**config.mk**
```make
export PLATFORM = sky130hd
export DESIGN_NAME = battery_report_filter_core
export DESIGN_NICKNAME = d
export VERILOG_FILES = /design/src/hdl/brf_pkg.sv /design/src/hdl/battery_report_filter_core.sv
export SDC_FILE = /design/constraint.sdc
export NUM_CORES = 1
export LEC_CHECK = 0
export ABC_AREA = 0
export BUFFER_PORTS_ARGS = -buffer_cell sky130_fd_sc_hd__buf_2
export CAP_MARGIN = 10
export CORE_MARGIN = 3
export CORE_UTILIZATION = 45
export DETAILED_ROUTE_END_ITERATION = 10
export GPL_ROUTABILITY_DRIVEN = 0
export PLACE_DENSITY = 0.61
export SLEW_MARGIN = 20
export SYNTH_ARGS = -nofsm -noshare
export SYNTH_HDL_FRONTEND = slang
export SYNTH_SLANG_ARGS = --single-unit
export TNS_END_PERCENT = 10
```
**constraint.sdc**
```tcl
create_clock -name aclk -period 5.35 [get_ports aclk]
set_input_delay 0.2675 -clock aclk [delete_from_list [all_inputs] [get_ports aclk]]
set_output_delay 0.2675 -clock aclk [all_outputs]
set_load 0.1 [all_outputs]
```
**src/hdl/brf_pkg.sv**
```systemverilog
// shared constants, types and field layout for the battery report filter
package brf_pkg;

    // field widths
    localparam int PCT_W  = 7;
    localparam int TIME_W = 32;
    localparam int CFG_W  = 32;
    localparam int IDX_W  = 2;

    // stream data widths, rounded up to whole bytes
    localparam int IN_TDATA_W  = 40;
    localparam int OUT_TDATA_W = 16;

    // configuration register indexes
    localparam logic [IDX_W-1:0] REG_PCT_THRESHOLD   = 2'd0;
    localparam logic [IDX_W-1:0] REG_MIN_INTERVAL_MS = 2'd1;
    localparam logic [IDX_W-1:0] REG_HEARTBEAT_MS    = 2'd2;

    // configuration reset values
    localparam logic [PCT_W-1:0]  PCT_THRESHOLD_RST   = 7'd5;
    localparam logic [TIME_W-1:0] MIN_INTERVAL_MS_RST = 32'd60000;
    localparam logic [TIME_W-1:0] HEARTBEAT_MS_RST    = 32'd600000;

    // why the percentage is reported
    typedef enum logic [1:0] {
        REASON_NONE      = 2'd0,
        REASON_FIRST     = 2'd1,
        REASON_HEARTBEAT = 2'd2,
        REASON_CHANGE    = 2'd3
    } reason_t;

    // one result, fields listed from the highest bit down
    typedef struct packed {
        logic [3:0]       pad;
        reason_t          report_reason;
        logic [PCT_W-1:0] pct_value;
        logic             pct_report;
        logic             charge_value;
        logic             charge_report;
    } result_t;

endpackage

```
**src/hdl/battery_report_filter_core.sv**
```systemverilog
// battery report filter top level: input register, report decision, result register
//
// Each poll sample (percent, charging flag, millisecond time) produces exactly one
// result. The charging flag is reported on the first sample and on every change.
// The percentage is reported on the first sample, when heartbeat_ms have passed
// since the last percentage report, or when it moved by at least pct_threshold
// from the last reported value and min_interval_ms have passed; elapsed time is
// the wrapping 32-bit difference. A sample is taken every cycle unless m_tready
// holds back a full result register; each sample passes the input register and
// then the result register. The filter state is updated in the cycle a sample
// moves into the result register, so back-to-back samples see the state left by
// the one before. The user writes configuration via cfg_wr_en, cfg_index, cfg_wdata
// only while no sample is in flight, not enforced by the block; index 3 is ignored.
module battery_report_filter_core (
    input  logic                             aclk,
    input  logic                             aresetn,
    // input sample: percent[6:0], charging[7], now_ms[39:8]
    input  logic                             s_tvalid,
    output logic                             s_tready,
    input  logic [brf_pkg::IN_TDATA_W-1:0]   s_tdata,
    // result: charge_report[0], charge_value[1], pct_report[2],
    // pct_value[9:3], report_reason[11:10], zeros[15:12]
    output logic                             m_tvalid,
    input  logic                             m_tready,
    output logic [brf_pkg::OUT_TDATA_W-1:0]  m_tdata,
    // configuration write port
    input  logic                             cfg_wr_en,
    input  logic [brf_pkg::IDX_W-1:0]        cfg_index,
    input  logic [brf_pkg::CFG_W-1:0]        cfg_wdata
);
    import brf_pkg::*;

    // configuration registers
    logic [PCT_W-1:0]  pct_threshold_reg;
    logic [TIME_W-1:0] min_interval_ms_reg;
    logic [TIME_W-1:0] heartbeat_ms_reg;

    // input register
    logic              in_valid_reg;
    logic [PCT_W-1:0]  in_percent_reg;
    logic              in_charging_reg;
    logic [TIME_W-1:0] in_now_reg;

    // filter state
    logic [PCT_W-1:0]  last_percent_reg;
    logic              percent_seen_reg;
    logic              last_charging_reg;
    logic              charging_seen_reg;
    logic [TIME_W-1:0] last_report_time_reg;

    // result register
    logic              out_valid_reg;
    result_t           result_reg;
    result_t           result_next;

    // handshake
    logic              s_xfer;
    logic              out_free;
    logic              advance;

    // decision
    logic              charge_change;
    logic [PCT_W-1:0]  pct_diff;
    logic [TIME_W-1:0] since;
    reason_t           reason;

    assign out_free = !out_valid_reg || m_tready;
    assign advance  = in_valid_reg && out_free;
    assign s_tready = !in_valid_reg || out_free;
    assign s_xfer   = s_tvalid && s_tready;
    assign m_tvalid = out_valid_reg;
    assign m_tdata  = result_reg;

    // report decision for the sample in the input register
    always_comb begin
        charge_change = !charging_seen_reg || (in_charging_reg != last_charging_reg);
        pct_diff = (in_percent_reg >= last_percent_reg) ?
                   (in_percent_reg - last_percent_reg) :
                   (last_percent_reg - in_percent_reg);
        since = in_now_reg - last_report_time_reg;
        if (!percent_seen_reg) begin
            reason = REASON_FIRST;
        end else if (since >= heartbeat_ms_reg) begin
            reason = REASON_HEARTBEAT;
        end else if (pct_diff >= pct_threshold_reg && since >= min_interval_ms_reg) begin
            reason = REASON_CHANGE;
        end else begin
            reason = REASON_NONE;
        end
        result_next               = '0;
        result_next.charge_report = charge_change;
        result_next.charge_value  = charge_change & in_charging_reg;
        result_next.pct_report    = (reason != REASON_NONE);
        result_next.pct_value     = (reason != REASON_NONE) ? in_percent_reg : '0;
        result_next.report_reason = reason;
    end

    // configuration writes
    always_ff @(posedge aclk) begin
        if (!aresetn) begin
            pct_threshold_reg   <= PCT_THRESHOLD_RST;
            min_interval_ms_reg <= MIN_INTERVAL_MS_RST;
            heartbeat_ms_reg    <= HEARTBEAT_MS_RST;
        end else if (cfg_wr_en) begin
            unique case (cfg_index)
                REG_PCT_THRESHOLD:   pct_threshold_reg   <= cfg_wdata[PCT_W-1:0];
                REG_MIN_INTERVAL_MS: min_interval_ms_reg <= cfg_wdata[TIME_W-1:0];
                REG_HEARTBEAT_MS:    heartbeat_ms_reg    <= cfg_wdata[TIME_W-1:0];
                default: ;
            endcase
        end
    end

    // input register
    always_ff @(posedge aclk) begin
        if (!aresetn) begin
            in_valid_reg <= 1'b0;
        end else if (s_xfer) begin
            in_valid_reg <= 1'b1;
        end else if (advance) begin
            in_valid_reg <= 1'b0;
        end
        if (s_xfer) begin
            in_percent_reg  <= s_tdata[PCT_W-1:0];
            in_charging_reg <= s_tdata[PCT_W];
            in_now_reg      <= s_tdata[PCT_W+1 +: TIME_W];
        end
    end

    // filter state update as a sample moves on
    always_ff @(posedge aclk) begin
        if (!aresetn) begin
            last_percent_reg     <= '0;
            percent_seen_reg     <= 1'b0;
            last_charging_reg    <= 1'b0;
            charging_seen_reg    <= 1'b0;
            last_report_time_reg <= '0;
        end else if (advance) begin
            if (charge_change) begin
                charging_seen_reg <= 1'b1;
                last_charging_reg <= in_charging_reg;
            end
            if (reason != REASON_NONE) begin
                percent_seen_reg     <= 1'b1;
                last_percent_reg     <= in_percent_reg;
                last_report_time_reg <= in_now_reg;
            end
        end
    end

    // result register
    always_ff @(posedge aclk) begin
        if (!aresetn) begin
            out_valid_reg <= 1'b0;
        end else if (advance) begin
            out_valid_reg <= 1'b1;
        end else if (m_tready) begin
            out_valid_reg <= 1'b0;
        end
        if (advance) begin
            result_reg <= result_next;
        end
    end

    // the first sample after reset always reports both the percentage and the flag
    a_first_report: assert property (@(posedge aclk) disable iff (!aresetn)
        advance && !percent_seen_reg |=>
            result_reg.report_reason == REASON_FIRST && result_reg.pct_report &&
            result_reg.charge_report)
        else $error("first sample did not report");

    // percentage flag and reason agree, and value is zero when nothing is reported
    a_pct_consistent: assert property (@(posedge aclk) disable iff (!aresetn)
        out_valid_reg |->
            (result_reg.pct_report == (result_reg.report_reason != REASON_NONE)) &&
            (result_reg.pct_report || result_reg.pct_value == '0))
        else $error("percentage report fields disagree");

    // a result only appears for a sample held in the input register
    a_no_invented: assert property (@(posedge aclk) disable iff (!aresetn)
        $rose(out_valid_reg) |-> $past(in_valid_reg))
        else $error("result without a sample");

    // a reported percentage becomes the new reference
    a_state_follows: assert property (@(posedge aclk) disable iff (!aresetn)
        advance && reason != REASON_NONE |=>
            last_percent_reg == result_reg.pct_value && percent_seen_reg)
        else $error("reference percentage not updated");

endmodule
```
==> results.py, run 1 <==
metrics = {
    "run_status": {
        "outcome": "complete, no violations",
    },
    "cts": {
        "clock_sinks": 167,
        "clk_pin_slew_ps": 70,
        "h-tree-depth": 4,
        "max-clock-path-buffers": 2,
        "insertion_delay_ps": 440,
        "tritoncts": "built",
        "clockRootBuffer": "clkbuf_16",
        "cts_made_buffers": 17,
    },
    "setup_path": {
        "endpoint_kind": "register",
        "cpPeakStageDelay_ps": 410,
        "crit_slowest_cell": "fa_1",
        "cp_cell_sequence": "inv_1 > ha_1 > inv_1 > fa_1 > a21oi_1 > nor3_1 > o32ai_2 > a2bb2oi_1 > a21oi_1 > a21o_1 > a21oi_1 > xnor2_1 > ha_1 > a21o_1 > a21o_1 > a21oi_1 > o21ai_1 > nor3_1 > a211oi_2 > o31a_2 > buf_12 > mux2i_1",
        "cp_max_fo": 39,
        "reg2reg_slack_ps": 420,
        "r2r_start": "in_now_reg[0]",
        "cp_data_required_time_ps": 5650,
        "crit_arrival_ps": 5230,
        "critical_path.endpoint": "last_report_time_reg[26]",
        "rr_worst_depth": 22,
        "worstSetupPathType": "reg -> reg",
        "start_kind": "register",
        "cp_common_cell": "a21oi_1",
        "r2r-end": "last_report_time_reg[26]",
        "critPathLaunch": "in_now_reg[0]",
    },
    "route": {
        "viasPerCell": 5.103,
        "drt-wirelength-per-cell_um": 15.21,
        "vias": 7685,
        "drt-total-wl_mm": 22.91,
        "firstDrtPassIters": 5,
        "drtAntennaViolNets": 0,
        "drtIter0Drc": 385,
        "post-route-drc-count": 0,
    },
    "sta": {
        "slew_headroom_pct": 34.36,
        "rsz0062_at_grt": "false",
        "fin_crit_ps": 4933,
        "max_freq_mhz": 202.7,
        "worst_hold_slack_ps": 21.48,
        "drv_slew": 0,
        "hold_viol": 0,
        "worst_slew_pin_slew_ps": 984.6,
        "post-route-period-util_pct": 92.20,
        "fin_skew_ps": 13.29,
        "tns_ps": 0,
        "setup_viol": 0,
    },
    "cells_and_area": {
        "layout-drive-gt1-share_pct": 12.19,
        "post-route-util_pct": 54.00,
        "fin_nets": 1415,
        "fill_cells": 1984,
        "regArea_um2": 3864,
        "area_growth_pct": 16.16,
        "multi_input_area_um2": 5359,
        "final_area_um2": 11530,
        "antenna_cells": 0,
        "instances_no_fill": 1506,
    },
    "yosys": {
        "ys_types": 62,
        "seq_area_frac_synth_pct": 38.93,
        "synth-async-reset-ratio_pct": 0,
        "syn_area_per_cell_um2": 8.950,
        "ys_top_cells_by_area": "dfxtp_1 23%, edfxtp_1 16%, ha_1 14%",
        "yosys_warnings": 0,
        "yosys.area.top_type_share_pct": 23.19,
        "synth_area_um2": 9926,
        "synth_edf_count": 52,
        "ys_seq_elements": 167,
        "ys.flop_type": "dfxtp_1",
        "yosysTopAreaCell": "dfxtp_1",
        "synthCells": 1109,
    },
    "pwr": {
        "power.share.clock_pct": 34.8,
        "p_int_w": 0.002456,
        "irDropWorstVdd_mv": 0.1748,
        "comb_power_share_pct": 25.9,
        "p_leak_nw": 4.757,
        "switchingPower_w": 0.001124,
        "power_density_nw_per_um2": 310.5,
        "sequentialPowerShare_pct": 39.3,
        "swShare_pct": 31.40,
    },
    "floorplan": {
        "core_um2": 21350,
        "start_util_pct": 46.48,
        "dieArea_um2": 23870,
        "die-width_um": 154.5,
        "io_pins": 97,
        "die_h_um": 154.5,
        "num_rows": 53,
    },
    "place": {
        "place_area_um2": 10600,
        "io_buffer_count": 92,
        "dp_cells": 1441,
        "dp_hpwl_mm": 16.59,
    },
    "worst_hold_path": {
        "hold_path_class": "in -> reg",
    },
    "global_route": {
        "overflow": 0,
        "antenna_found_initial": 0,
        "grt_pass1_vias": 7528,
        "grt_use_total_pct": 19.54,
        "grt_pass1_wl_mm": 37.73,
        "grt_start_max_net_pins": 103,
    },
    "run": {
        "maxCapViolations": 0,
    },
}
-- worst min-delay path by stage --
stage | slack [ps] | to | depth (start not counted) | startpoint
floorplan | 370 | in_charging_reg | 0 | s_tdata[7]
global placement | 440 | last_report_time_reg[19] | 2 | last_report_time_reg[19]
detailed placement | 450 | in_now_reg[19] | 1 | s_tdata[27]
CTS | 0.6 | in_now_reg[15] | 1 | s_tdata[23]
global route | 3 | in_percent_reg[1] | 1 | s_tdata[1]
finish | 20 | in_percent_reg[1] | 1 | s_tdata[1]
-- area by class of cell --
cell class,count,area share [%]
timing repair buffer,134,7.661
sequential,167,33.51
clock inverter,11,0.8356
tap,275,2.984
inverter,128,4.167
clock buffer,21,4.362
multi-input combinational,770,46.48
-- critical path: cells and delay by family (launching register included) --
kind,cells,cell delay [ps]
xor+xnor,1,110
mux,1,150
buf+inv,3,350
simple gates,2,460
compound gates,12,2570
flops,1,390
fa+ha+maj,3,750
-- metrics by stage --
stage	setup WS, ps	power, W
after CTS	248.1	0.003609
after global placement	500.4	0.002321
after global routing	4.322	0.003794
after detailed placement	284.9	0.002336
final	417.3	0.003580
after floorplan	919.5	0.002118
-- kinds of logic after synthesis --
family	after synthesis	share of synthesized area, %
DFF	167	38.93
other	1	0.03778
and+or+nand+nor	335	14.58
muxes	50	5.105
adders and majority gates	118	15.10
xor gates and xnor gates	32	2.824
buffers and inverters	175	7.248
AOI/OAI and AO/OA	231	16.17
-- cell usage after synthesis, types with 2 or more instances --
master / count
a211o_1: 2
dfxtp_1: 115
mux2_2: 5
nand2b_1: 9
nor2_1: 40
and2_1: 3
xnor2_1: 22
buf_12: 2
a221oi_1: 2
o21a_1: 7
inv_1: 128
mux2i_1: 45
a21oi_1: 54
clkbuf_1: 36
o21ai_2: 2
o211ai_1: 24
nand4_1: 18
o31ai_1: 3
nor4_1: 2
o21ai_1: 3
a311oi_1: 2
fa_1: 3
ha_1: 115
a21o_1: 35
nor3b_1: 2
o21ai_0: 16
nand3b_1: 4
buf_1: 2
a31oi_1: 6
nor2b_1: 16
nand3_1: 8
buf_4: 6
or2_2: 2
nor3_1: 7
xor2_1: 10
a211oi_1: 5
a21boi_0: 50
edfxtp_1: 52
o21bai_1: 6
nand2_1: 218
-- cells in the final DEF (no fill, tap or decap), types with 3 or more instances in the layout --
master and count:
nand4_1 18, o21a_1 7, mux2_2 5, o21ai_1 4, o31ai_1 3, dlygate4sd3_1 32
xor2_1 10, nor2_1 39, buf_2 91, nand2b_1 9, nand3_1 8, fa_1 3
ha_1 115, clkinv_4 3, o21bai_1 6, inv_6 6, nand2_1 218, inv_1 128
a211oi_1 5, xnor2_1 22, a21boi_0 50, o21ai_0 15, nor3_1 7, a21o_1 35
nor2b_1 16, a31oi_1 6, o211ai_1 24, nand3b_1 4, mux2i_1 45, clkbuf_16 19
dfxtp_1 115, a21oi_1 54, edfxtp_1 52, buf_4 9, conb_1 4
-- power groups by stage --
| stage | clock network, W | logic (W) | registers, W |
|---|---|---|---|
| after floorplan | 0 | 0.000657 | 0.00146 |
| after global placement | 0 | 0.000887 | 0.00143 |
| after detailed placement | 0 | 0.000901 | 0.00144 |
| after CTS | 0.00128 | 0.000924 | 0.00141 |
| after global routing | 0.00133 | 0.00105 | 0.00141 |
| final | 0.00125 | 0.000926 | 0.00141 |
-- per-layer routing --
metal,vias up,track usage [%],wire length (um)
li1,4000,-,-
met2,135,31.41,10290
met1,3532,27.14,11480
met4,0,5.130,315
met3,18,3.721,823
met5,-,0,0
-- repair_timing --
| action | in CTS | in global routing |
|---|---|---|
| hold buffers | 31 | 1 |
| setup buffers | 0 | 1 |
| setup endpoints to repair | 0 | 47 |
| resized for setup | 0 | 1 |
| hold endpoints to repair | 31 | 1 |
(Power assumes the default switching activity.)
==> run 2: changes to the inputs <==
ABC_AREA = 1   (was 0)
==> run 2 against run 1 <==
Against the previous run:
- flip-flop and latch count stayed put
- critical path type unchanged
- critical endpoint is now last_report_time_reg[0]
- clock skew shrank 3.7 ps
- combinational power is 32% higher
- die area rose by 3.1%
- largest power group unchanged
- highest routed layer unchanged
- power increased by 8.1%
- sequential power hardly changed
- area after synthesis is 3.2% higher
- non-clock buffer count is 3 higher
- synthesized cell count increased by 17%
==> results.py, run 2 <==
metrics = {
    "run_status": {
        "outcome": "complete, no violations",
    },
    "yosys": {
        "yosysMostFrequentCell": "nand2_1",
        "syn_area_per_cell_um2": 7.882,
        "synth_edf_count": 52,
        "synthCells": 1300,
        "ys_seq_elements": 167,
        "ys_top_cells_by_area": "dfxtp_1 22%, edfxtp_1 15%, ha_1 14%",
        "ys.flop_type": "dfxtp_1",
        "ys_types": 44,
        "synth_area_um2": 10250,
        "yosys.area.top_type_share_pct": 22.47,
        "synth-async-reset-ratio_pct": 0,
        "yosysTopAreaCell": "dfxtp_1",
        "synth_commonest_cells": "211 x nand2_1, 207 x inv_1, 144 x a21oi_1",
        "yosys_warnings": 0,
        "seq_area_frac_synth_pct": 37.71,
    },
    "sta": {
        "post-route-period-util_pct": 84.20,
        "drv_slew": 0,
        "tns_ps": 0,
        "fin_ws_ps": 845.3,
        "hold_viol": 0,
        "worst_slew_pin_slew_ps": 978.6,
        "slew_headroom_pct": 34.68,
        "fin_crit_ps": 4505,
        "setup_viol": 0,
        "rsz0062_at_grt": "false",
        "fin_skew_ps": 9.625,
        "max_freq_mhz": 222.0,
    },
    "route": {
        "firstDrtPassIters": 5,
        "drt-total-wl_mm": 23.20,
        "drt-wirelength-per-cell_um": 13.62,
        "viasPerCell": 5.008,
        "vias": 8528,
        "drtAntennaViolNets": 0,
        "drtIter0Drc": 487,
        "post-route-drc-count": 0,
    },
    "cells_and_area": {
        "area_growth_pct": 15.28,
        "final_common_cell": "nand2_1",
        "final_area_um2": 11810,
        "antenna_cells": 0,
        "post-route-util_pct": 53.46,
        "layout_common_cells": "211 x nand2_1, 207 x inv_1, 144 x a21oi_1, 115 x ha_1, 115 x dfxtp_1",
        "layout-drive-gt1-share_pct": 13.00,
        "fin_nets": 1607,
    },
    "global_route": {
        "antenna_found_initial": 0,
        "grt_pass1_wl_mm": 38.23,
        "grt_start_max_net_pins": 67,
        "overflow": 0,
        "grt_pass1_vias": 7971,
        "grt_use_total_pct": 19.29,
    },
    "setup_path": {
        "cp_max_fo": 64,
        "start_kind": "register",
        "reg2reg_slack_ps": 850,
        "cp_data_required_time_ps": 5670,
        "endpoint_kind": "register",
        "crit_arrival_ps": 4830,
        "worstSetupPathType": "reg -> reg",
    },
    "place": {
        "place_ws_ps": 910.3,
        "dp_hpwl_mm": 17.08,
        "io_buffer_count": 92,
        "place_area_um2": 10860,
    },
    "cts": {
        "cts_setup_buffers": 0,
        "tritoncts": "built",
        "max-clock-path-buffers": 2,
        "cts_hold_buf": 27,
        "h-tree-depth": 4,
        "clock_sinks": 167,
        "cts_resized": 0,
        "insertion_delay_ps": 440,
        "cts_made_buffers": 17,
        "clk_pin_slew_ps": 70,
        "clockRootBuffer": "clkbuf_16",
    },
    "floorplan": {
        "core_um2": 22090,
        "num_rows": 54,
        "dieArea_um2": 24620,
        "die-width_um": 156.9,
        "die_h_um": 156.9,
        "start_util_pct": 46.38,
        "io_pins": 97,
    },
    "pwr": {
        "power_density_nw_per_um2": 327.7,
        "swShare_pct": 36.06,
        "sequentialPowerShare_pct": 37.0,
        "comb_power_share_pct": 31.5,
        "power.share.clock_pct": 31.5,
        "switchingPower_w": 0.001396,
        "irDropWorstVdd_mv": 0.1917,
        "p_int_w": 0.002475,
        "p_leak_nw": 5.355,
    },
    "run": {
        "maxCapViolations": 0,
    },
    "worst_hold_path": {
        "hold_path_class": "in -> reg",
    },
}
run 2: cell types whose count changed after synthesis, moves of 44 or more:
cell	before	now
nor2_1	40	100
mux2i_1	45	1
o21ai_0	16	80
nand3_1	8	65
a21boi_0	50	0
a21oi_1	54	144
inv_1	128	207
run 2: worst max-delay path, cell delays in order (launching register included):
cell and delay, ps:
edfxtp_1 360, inv_1 80, ha_1 210, inv_1 70
fa_1 400, nand3_1 90, nand2_1 150, nand2_1 100
nand2_1 50, nand2_1 110, inv_1 90, nand3_1 70
nand3_1 160, a31oi_1 210, xor2_1 310, ha_1 290
nand2_1 90, nor2_1 60, nand2_1 130, inv_1 60
a21oi_1 130, nand2_1 110, nor2_2 160, nand3_4 290
buf_12 300, a21oi_1 180, nor2_1 80
run 2: cells by family (layout without fill, tap and decap cells):
logic type | Yosys count | after routing | synth area share [%]
other cells | 1 | 4 | 0.03660
compound gates | 305 | 305 | 17.11
xor+xnor | 36 | 36 | 3.077
buf+inv | 266 | 386 | 10.71
fa+ha+maj | 118 | 118 | 14.63
flops | 167 | 167 | 37.71
mux | 3 | 3 | 0.3175
simple gates | 404 | 404 | 16.41
run 2: worst paths after layout:
check / from / cells after the start / to
setup reg to reg: in_now_reg[0] / 26 / last_report_time_reg[0]
hold / removal: s_tdata[14] / 1 / in_now_reg[6]
hold reg to reg: heartbeat_ms_reg[25] / 2 / heartbeat_ms_reg[25]
setup / recovery: in_now_reg[0] / 26 / last_report_time_reg[0]
run 2: metrics by stage:
step	hold slack [ps]	std cells	total power, W
global route	9.847	1703	0.004155
global placement	443.5	1634	0.002630
finish	20.75	1703	0.003871
detailed placement	445.6	1634	0.002653
CTS	0.1904	1693	0.003894
floorplan	366.4	1303	0.002386
run 2: power by group through the flow:
stage               clock (W)  combinational [W]  sequential [W]
detailed placement          0            0.00119         0.00146
floorplan                   0           0.000894         0.00149
finish                0.00122            0.00122         0.00143
global placement            0            0.00117         0.00146
CTS                   0.00124            0.00122         0.00143
global route          0.00131            0.00140         0.00144
run 2: area by class of cell:
cell class	instances	area [um2]
Fill cell	2129	10280
Multi-Input combinational cell	870	5296
Sequential cell	167	3864
Timing Repair Buffer	137	905.9
Inverter	217	815.8
Clock buffer	17	425.4
Tap cell	280	350.3
Clock inverter	15	153.9
run 2: per-layer routing:
metal | up-vias | GRT usage [%] | routed length [um] | share of wire, %
li1 | 4491 | - | - | -
met1 | 3855 | 26.82 | 11600 | 50
met2 | 160 | 30.83 | 10340 | 45
met3 | 22 | 3.657 | 850 | 3.7
met4 | 0 | 5.294 | 412 | 1.8
met5 | - | 0 | 0 | 0
